**src/rtl/twkm_pkg.sv**
```systemverilog
// Package for the text width kerning measure unit.
// Holds shared constants, input function codes, controller state encoding,
// command and status structs and the saturation helper.
package twkm_pkg;

  localparam int GlyphCount  = 1024;
  localparam int KernSlots   = 8;
  localparam int InDataW     = 120;
  localparam int OutDataW    = 128;
  localparam int CfgDataW    = 15;
  localparam logic [7:0] SpaceCode = 8'd32;
  localparam logic [14:0] SizeReset = 15'd240;

  typedef enum logic [1:0] {
    FUNC_MAP     = 2'd0,
    FUNC_METRIC  = 2'd1,
    FUNC_KERN    = 2'd2,
    FUNC_MEASURE = 2'd3
  } func_t;

  typedef enum logic [0:0] {
    CFG_SIZE = 1'b0,
    CFG_KERN = 1'b1
  } cfg_idx_t;

  typedef enum logic [9:0] {
    ST_CLEAR  = 10'b0000000001,
    ST_IDLE   = 10'b0000000010,
    ST_LOAD   = 10'b0000000100,
    ST_MAPRD  = 10'b0000001000,
    ST_MAPCHK = 10'b0000010000,
    ST_SPCCHK = 10'b0000100000,
    ST_KERN   = 10'b0001000000,
    ST_ACC    = 10'b0010000000,
    ST_SCALE  = 10'b0100000000,
    ST_EMIT   = 10'b1000000000
  } state_t;

  typedef struct packed {
    logic capture;
    logic load_wr;
    logic clr_wr;
    logic map_rd;
    logic map_space;
    logic raw_latch;
    logic take_glyph;
    logic fail;
    logic kern_step;
    logic acc;
    logic scale_step;
    logic emit;
  } cmd_t;

  typedef struct packed {
    logic clr_last;
    logic map_ok;
    logic pending;
    logic kern_done;
    logic failed;
    logic last;
    logic scale_done;
    logic out_busy;
  } sts_t;

  function automatic logic signed [31:0] sat32(input logic signed [32:0] v);
    logic signed [31:0] r;
    if (v > 33'sh0_7FFF_FFFF) r = 32'sh7FFF_FFFF;
    else if (v < -33'sh0_8000_0000) r = 32'sh8000_0000;
    else r = v[31:0];
    return r;
  endfunction

endpackage

```
**src/rtl/twkm_ctrl.sv**
```systemverilog
// Controller state machine of the measure unit.
// Sequences kern slot clearing after reset, table loads, map lookup, kern
// search, accumulate, scaling and result transfer. Uses twkm_pkg.
module twkm_ctrl (
  input  logic               clk,
  input  logic               rst,
  input  logic               in_valid,
  input  logic [1:0]         in_func,
  output logic               in_ready,
  input  twkm_pkg::sts_t     sts,
  output twkm_pkg::cmd_t     cmd
);

  twkm_pkg::state_t state, state_next;

  assign in_ready = (state == twkm_pkg::ST_IDLE);

  always_comb begin
    cmd        = '0;
    state_next = state;
    unique case (state)
      twkm_pkg::ST_CLEAR: begin
        cmd.clr_wr = 1'b1;
        if (sts.clr_last) state_next = twkm_pkg::ST_IDLE;
      end
      twkm_pkg::ST_IDLE: begin
        if (in_valid) begin
          cmd.capture = 1'b1;
          state_next = (twkm_pkg::func_t'(in_func) == twkm_pkg::FUNC_MEASURE) ?
                       twkm_pkg::ST_MAPRD : twkm_pkg::ST_LOAD;
        end
      end
      twkm_pkg::ST_LOAD: begin
        cmd.load_wr = 1'b1;
        state_next  = twkm_pkg::ST_IDLE;
      end
      twkm_pkg::ST_MAPRD: begin
        if (sts.failed) begin
          state_next = sts.last ? twkm_pkg::ST_EMIT : twkm_pkg::ST_IDLE;
        end else begin
          cmd.map_rd = 1'b1;
          state_next = twkm_pkg::ST_MAPCHK;
        end
      end
      twkm_pkg::ST_MAPCHK: begin
        cmd.raw_latch = 1'b1;
        if (sts.map_ok) begin
          cmd.take_glyph = 1'b1;
          state_next = sts.pending ? twkm_pkg::ST_KERN : twkm_pkg::ST_ACC;
        end else begin
          cmd.map_rd    = 1'b1;
          cmd.map_space = 1'b1;
          state_next    = twkm_pkg::ST_SPCCHK;
        end
      end
      twkm_pkg::ST_SPCCHK: begin
        if (sts.map_ok) begin
          cmd.take_glyph = 1'b1;
          state_next = sts.pending ? twkm_pkg::ST_KERN : twkm_pkg::ST_ACC;
        end else begin
          cmd.fail   = 1'b1;
          state_next = sts.last ? twkm_pkg::ST_EMIT : twkm_pkg::ST_IDLE;
        end
      end
      twkm_pkg::ST_KERN: begin
        cmd.kern_step = 1'b1;
        if (sts.kern_done) state_next = twkm_pkg::ST_ACC;
      end
      twkm_pkg::ST_ACC: begin
        cmd.acc    = 1'b1;
        state_next = sts.last ? twkm_pkg::ST_SCALE : twkm_pkg::ST_IDLE;
      end
      twkm_pkg::ST_SCALE: begin
        cmd.scale_step = 1'b1;
        if (sts.scale_done) state_next = twkm_pkg::ST_EMIT;
      end
      twkm_pkg::ST_EMIT: begin
        if (!sts.out_busy) begin
          cmd.emit   = 1'b1;
          state_next = twkm_pkg::ST_IDLE;
        end
      end
      default: state_next = twkm_pkg::ST_IDLE;
    endcase
  end

  always_ff @(posedge clk) begin
    if (rst) state <= twkm_pkg::ST_CLEAR;
    else state <= state_next;
  end

endmodule

```
**config.mk**
```make
export PLATFORM = sky130hd
export DESIGN_NAME = twkm_ctrl
export DESIGN_NICKNAME = d
export VERILOG_FILES = /design/src/rtl/twkm_pkg.sv /design/src/rtl/twkm_ctrl.sv
export SDC_FILE = /design/constraint.sdc
export NUM_CORES = 1
export LEC_CHECK = 0
export BUFFER_PORTS_ARGS = -buffer_cell sky130_fd_sc_hd__buf_2
export CORE_MARGIN = 2
export CORE_UTILIZATION = 27
export DETAILED_ROUTE_END_ITERATION = 8
export SYNTH_ARGS = -nofsm -noshare
export SYNTH_HDL_FRONTEND = slang
export SYNTH_SLANG_ARGS = --single-unit
```
**constraint.sdc**
```tcl
create_clock -name clk -period 1.88 [get_ports clk]
set_input_delay 0.282 -clock clk [delete_from_list [all_inputs] [get_ports clk]]
set_output_delay 0.282 -clock clk [all_outputs]
set_load 0.02 [all_outputs]
```
==> impl_metrics.prom <==
# TYPE chip_impl_metric gauge
chip_impl_metric{name="diodes",unit=""} 0
chip_impl_info{name="r2r-start",value="state[0]"} 1
chip_impl_info{name="tritoncts",value="yes"} 1
chip_impl_info{name="violations",value="negative setup slack"} 1
chip_impl_metric{name="fin_util",unit=""} 0.4750
chip_impl_metric{name="finalClockSkew",unit="ns"} 0.001475
chip_impl_metric{name="reg2reg_setup_slack",unit="ns"} 0.09
chip_impl_metric{name="cp.arrival",unit="ns"} 1.68
chip_impl_metric{name="post_syn_instances",unit=""} 84
chip_impl_metric{name="path_clk_slew",unit="ns"} 0.08
chip_impl_info{name="synth_flop_cell",value="sky130_fd_sc_hd__dfxtp_1"} 1
chip_impl_metric{name="routed_vias",unit=""} 853
chip_impl_metric{name="worst_pin_slew",unit="ns"} 0.3447
chip_impl_info{name="most_numerous_cell_in_the_yosys_netlist",value="sky130_fd_sc_hd__dfxtp_1"} 1
chip_impl_metric{name="die_w",unit="µm"} 55.80
chip_impl_info{name="min-delay-start",value="in_func[1]"} 1
chip_impl_metric{name="synth_top_area_frac",unit=""} 0.2763
chip_impl_info{name="top_reg_by_flops",value="state"} 1
chip_impl_metric{name="grt_max_degree",unit=""} 9
chip_impl_metric{name="detail_route.iter0.violations",unit=""} 9
chip_impl_info{name="cts.root.buffer_cell",value="sky130_fd_sc_hd__clkbuf_4"} 1
chip_impl_metric{name="wl",unit="µm"} 2296
chip_impl_metric{name="worst_setup_margin",unit="ns"} -0.07818
chip_impl_info{name="timing.setup.critical_path_class",value="flip-flop to output pin"} 1
chip_impl_info{name="worst_hold_path_type",value="input port to flip-flop"} 1
chip_impl_metric{name="largest_register_ff_count",unit=""} 10
chip_impl_metric{name="top_level_ports",unit=""} 26
chip_impl_metric{name="die_h",unit="µm"} 55.80
chip_impl_metric{name="maxSlewHeadroom",unit=""} 0.7673
chip_impl_metric{name="seq_area_frac_synth",unit=""} 0.2763
chip_impl_metric{name="nets",unit=""} 141
chip_impl_metric{name="signed_area_change_from_the_synthesized_netlist_to_the_final_layout",unit="%"} 63.90
chip_impl_metric{name="synth_nets",unit=""} 97
chip_impl_info{name="synth.cells.most_frequent",value="10 x sky130_fd_sc_hd__dfxtp_1, 9 x sky130_fd_sc_hd__nor2_1, 6 x sky130_fd_sc_hd__nor3_1"} 1
chip_impl_metric{name="number_of_cells_on_the_worst_hold_path",unit=""} 2
chip_impl_metric{name="cts-buffers-inserted",unit=""} 3
chip_impl_metric{name="critical_path_peak_fanout",unit=""} 5
chip_impl_metric{name="post_drt_via_cell_ratio",unit=""} 5.433
chip_impl_info{name="holdPathEnd",value="state[2]"} 1
chip_impl_info{name="crit_path_start_kind",value="flip-flop"} 1
chip_impl_metric{name="static-leakage-power",unit="nW"} 0.5057
chip_impl_metric{name="place_hpwl",unit="µm"} 1617
chip_impl_metric{name="number_of_cells_on_the_worst_reg_to_reg_path",unit=""} 6
chip_impl_metric{name="yosys_register_bits",unit=""} 10
chip_impl_metric{name="power_density",unit="nW/µm²"} 476.1
chip_impl_metric{name="synthesis.area",unit="µm²"} 724.4
chip_impl_metric{name="initial_utilization",unit=""} 0.2898
chip_impl_metric{name="layout_worst_path_cycle_share",unit=""} 1.042
chip_impl_metric{name="final.fill_count",unit=""} 235
chip_impl_metric{name="final-seq-area",unit="µm²"} 216.5
chip_impl_info{name="top_regs",value="state (10)"} 1
chip_impl_metric{name="wire_length_of_the_first_global_routing_pass",unit="µm"} 3539
chip_impl_metric{name="total_power",unit="mW"} 0.5653
chip_impl_info{name="yosys.area.top_type",value="sky130_fd_sc_hd__dfxtp_1"} 1
chip_impl_metric{name="report.final.hold_viol_count",unit=""} 0
chip_impl_metric{name="synth.distinct_cells",unit=""} 38
chip_impl_metric{name="grt_antenna_before_repair",unit=""} 0
chip_impl_metric{name="cell_row_count",unit=""} 18
chip_impl_info{name="rsz0062_at_grt",value="true"} 1
chip_impl_metric{name="place.port_buffers",unit=""} 25
chip_impl_metric{name="final_cells",unit=""} 157
chip_impl_metric{name="yosysWarningCount",unit=""} 0
chip_impl_metric{name="cts.hold.buffers_added",unit=""} 0
chip_impl_metric{name="cts_htree_levels",unit=""} 1
chip_impl_metric{name="clkSinkCount",unit=""} 10
chip_impl_metric{name="design.die.area",unit="µm²"} 3114
chip_impl_metric{name="drtAntennaViolNets",unit=""} 0
chip_impl_metric{name="grt_overflow_total",unit=""} 0
chip_impl_metric{name="ys_async_rst_share",unit=""} 0
chip_impl_info{name="ys_top_cells_by_area",value="sky130_fd_sc_hd__dfxtp_1 28%, sky130_fd_sc_hd__nor4_4 5.9%, sky130_fd_sc_hd__and4bb_2 5.2%"} 1
chip_impl_metric{name="setup_viol",unit=""} 4
chip_impl_info{name="worstSetupEndpointType",value="output pin"} 1
chip_impl_info{name="run_status",value="finished, violations left"} 1
chip_impl_metric{name="drive_gt1_frac",unit=""} 0.5906
chip_impl_metric{name="drc_errors",unit=""} 0
chip_impl_metric{name="grt_util_all_layers",unit=""} 0.1431
chip_impl_metric{name="final_max_slew_viol_count",unit=""} 0
chip_impl_info{name="timing.critical_path.from",value="state[8]"} 1
chip_impl_metric{name="worst_skew_pair.late_latency",unit="ns"} 0.28
chip_impl_metric{name="drt-wirelength-per-cell",unit="µm"} 14.62
chip_impl_metric{name="vdd_drop_max",unit="mV"} 0.3807
chip_impl_info{name="r2r_end",value="state[9]"} 1
chip_impl_metric{name="clk_path_buf_depth",unit=""} 2
chip_impl_metric{name="multiInputGateArea",unit="µm²"} 585.6
chip_impl_metric{name="synth-edff-count",unit=""} 0
chip_impl_metric{name="synth.avg_cell_area",unit="µm²"} 8.624
chip_impl_metric{name="drv.max_cap_violation_count",unit=""} 0
chip_impl_metric{name="core",unit="µm²"} 2500
chip_impl_metric{name="gp_congestion",unit=""} 0.8563
chip_impl_metric{name="numPlacedInstances",unit=""} 145
chip_impl_metric{name="first_global_vias",unit=""} 765
chip_impl_metric{name="period_needed",unit="ns"} 1.958
chip_impl_metric{name="drt-pass1-iter-count",unit=""} 4
chip_impl_metric{name="fmax",unit="GHz"} 0.5107
chip_impl_metric{name="timing.critical_path.required",unit="ns"} 1.60
-- critical path: stages, from the launching register on --
cell and delay, ns:
sky130_fd_sc_hd__dfxtp_4 0.37, sky130_fd_sc_hd__nor4_4 0.31, sky130_fd_sc_hd__buf_4 0.19, sky130_fd_sc_hd__and4bb_2 0.25, sky130_fd_sc_hd__o21a_1 0.14, sky130_fd_sc_hd__buf_6 0.12
-- stage by stage --
step	TNS, ns	area (µm²)	hold slack [ns]	worst slack (ns)
CTS	-0.08158	1042	0.1797	-0.03241
global route	-0.5146	1187	0.1892	-0.1409
global placement	0	930.9	0.4666	0.1600
finish	-0.09720	1187	0.1812	-0.07818
detailed placement	0	930.9	0.4782	0.1140
floorplan	0	724.4	0.3511	0.06741
-- timing repair --
item                       4_1_cts  5_1_grt
gates resized for setup         16       27
setup endpoints to repair        9       14
setup buffers                    2        6
pin swaps                        2        9
-- cells in the final DEF, fill, tap and decap left out, drive strengths merged, types with 4 or more instances in the layout --
cell type | netlist | layout
a21oi | 4 | 4
buf | 2 | 41
clkbuf | 0 | 4
dfxtp | 10 | 10
inv | 5 | 5
nand2 | 5 | 5
nor2 | 9 | 9
nor3 | 7 | 7
nor4 | 4 | 4
-- power by group --
| part | leakage, nW | internal (mW) | total (mW) | switching [mW] |
|---|---|---|---|---|
| registers | 0.0849 | 0.214 | 0.222 | 0.00809 |
| clock network | 0.0210 | 0.118 | 0.212 | 0.0944 |
| logic | 0.400 | 0.0662 | 0.131 | 0.0645 |
| total | 0.506 | 0.398 | 0.565 | 0.167 |
-- how the worst max path moves through the flow --
stage,end,slack [ns],cells past startpoint
floorplan,cmd[1],0.07,3
global placement,cmd[8],0.16,5
detailed placement,state[9],0.11,6
CTS,cmd[11],-0.03,5
global route,cmd[8],-0.14,5
finish,cmd[8],-0.08,5
-- final cells by class --
type | instances | share of cell area
Tap cell | 30 | 0.03161
Inverter | 5 | 0.01581
Multi-Input combinational cell | 67 | 0.4932
Clock buffer | 4 | 0.03056
Timing Repair Buffer | 41 | 0.2466
Sequential cell | 10 | 0.1823
-- layer usage --
metal | vias up | routed length [µm] | track usage
li1 | 412 | - | -
met1 | 406 | 1078 | 0.1780
met2 | 28 | 1029 | 0.2228
met3 | 7 | 114 | 0.03256
met4 | 0 | 72 | 0.08711
met5 | - | 0 | 0
-- kinds of logic after synthesis --
kind of cell | share of synthesized area
and+or+nand+nor | 0.5026
AOI/OAI and AO/OA | 0.1606
DFF | 0.2763
buffers and inverters | 0.04835
xor gates and xnor gates | 0.01209
Note: power is estimated with default switching activity, not from simulation.
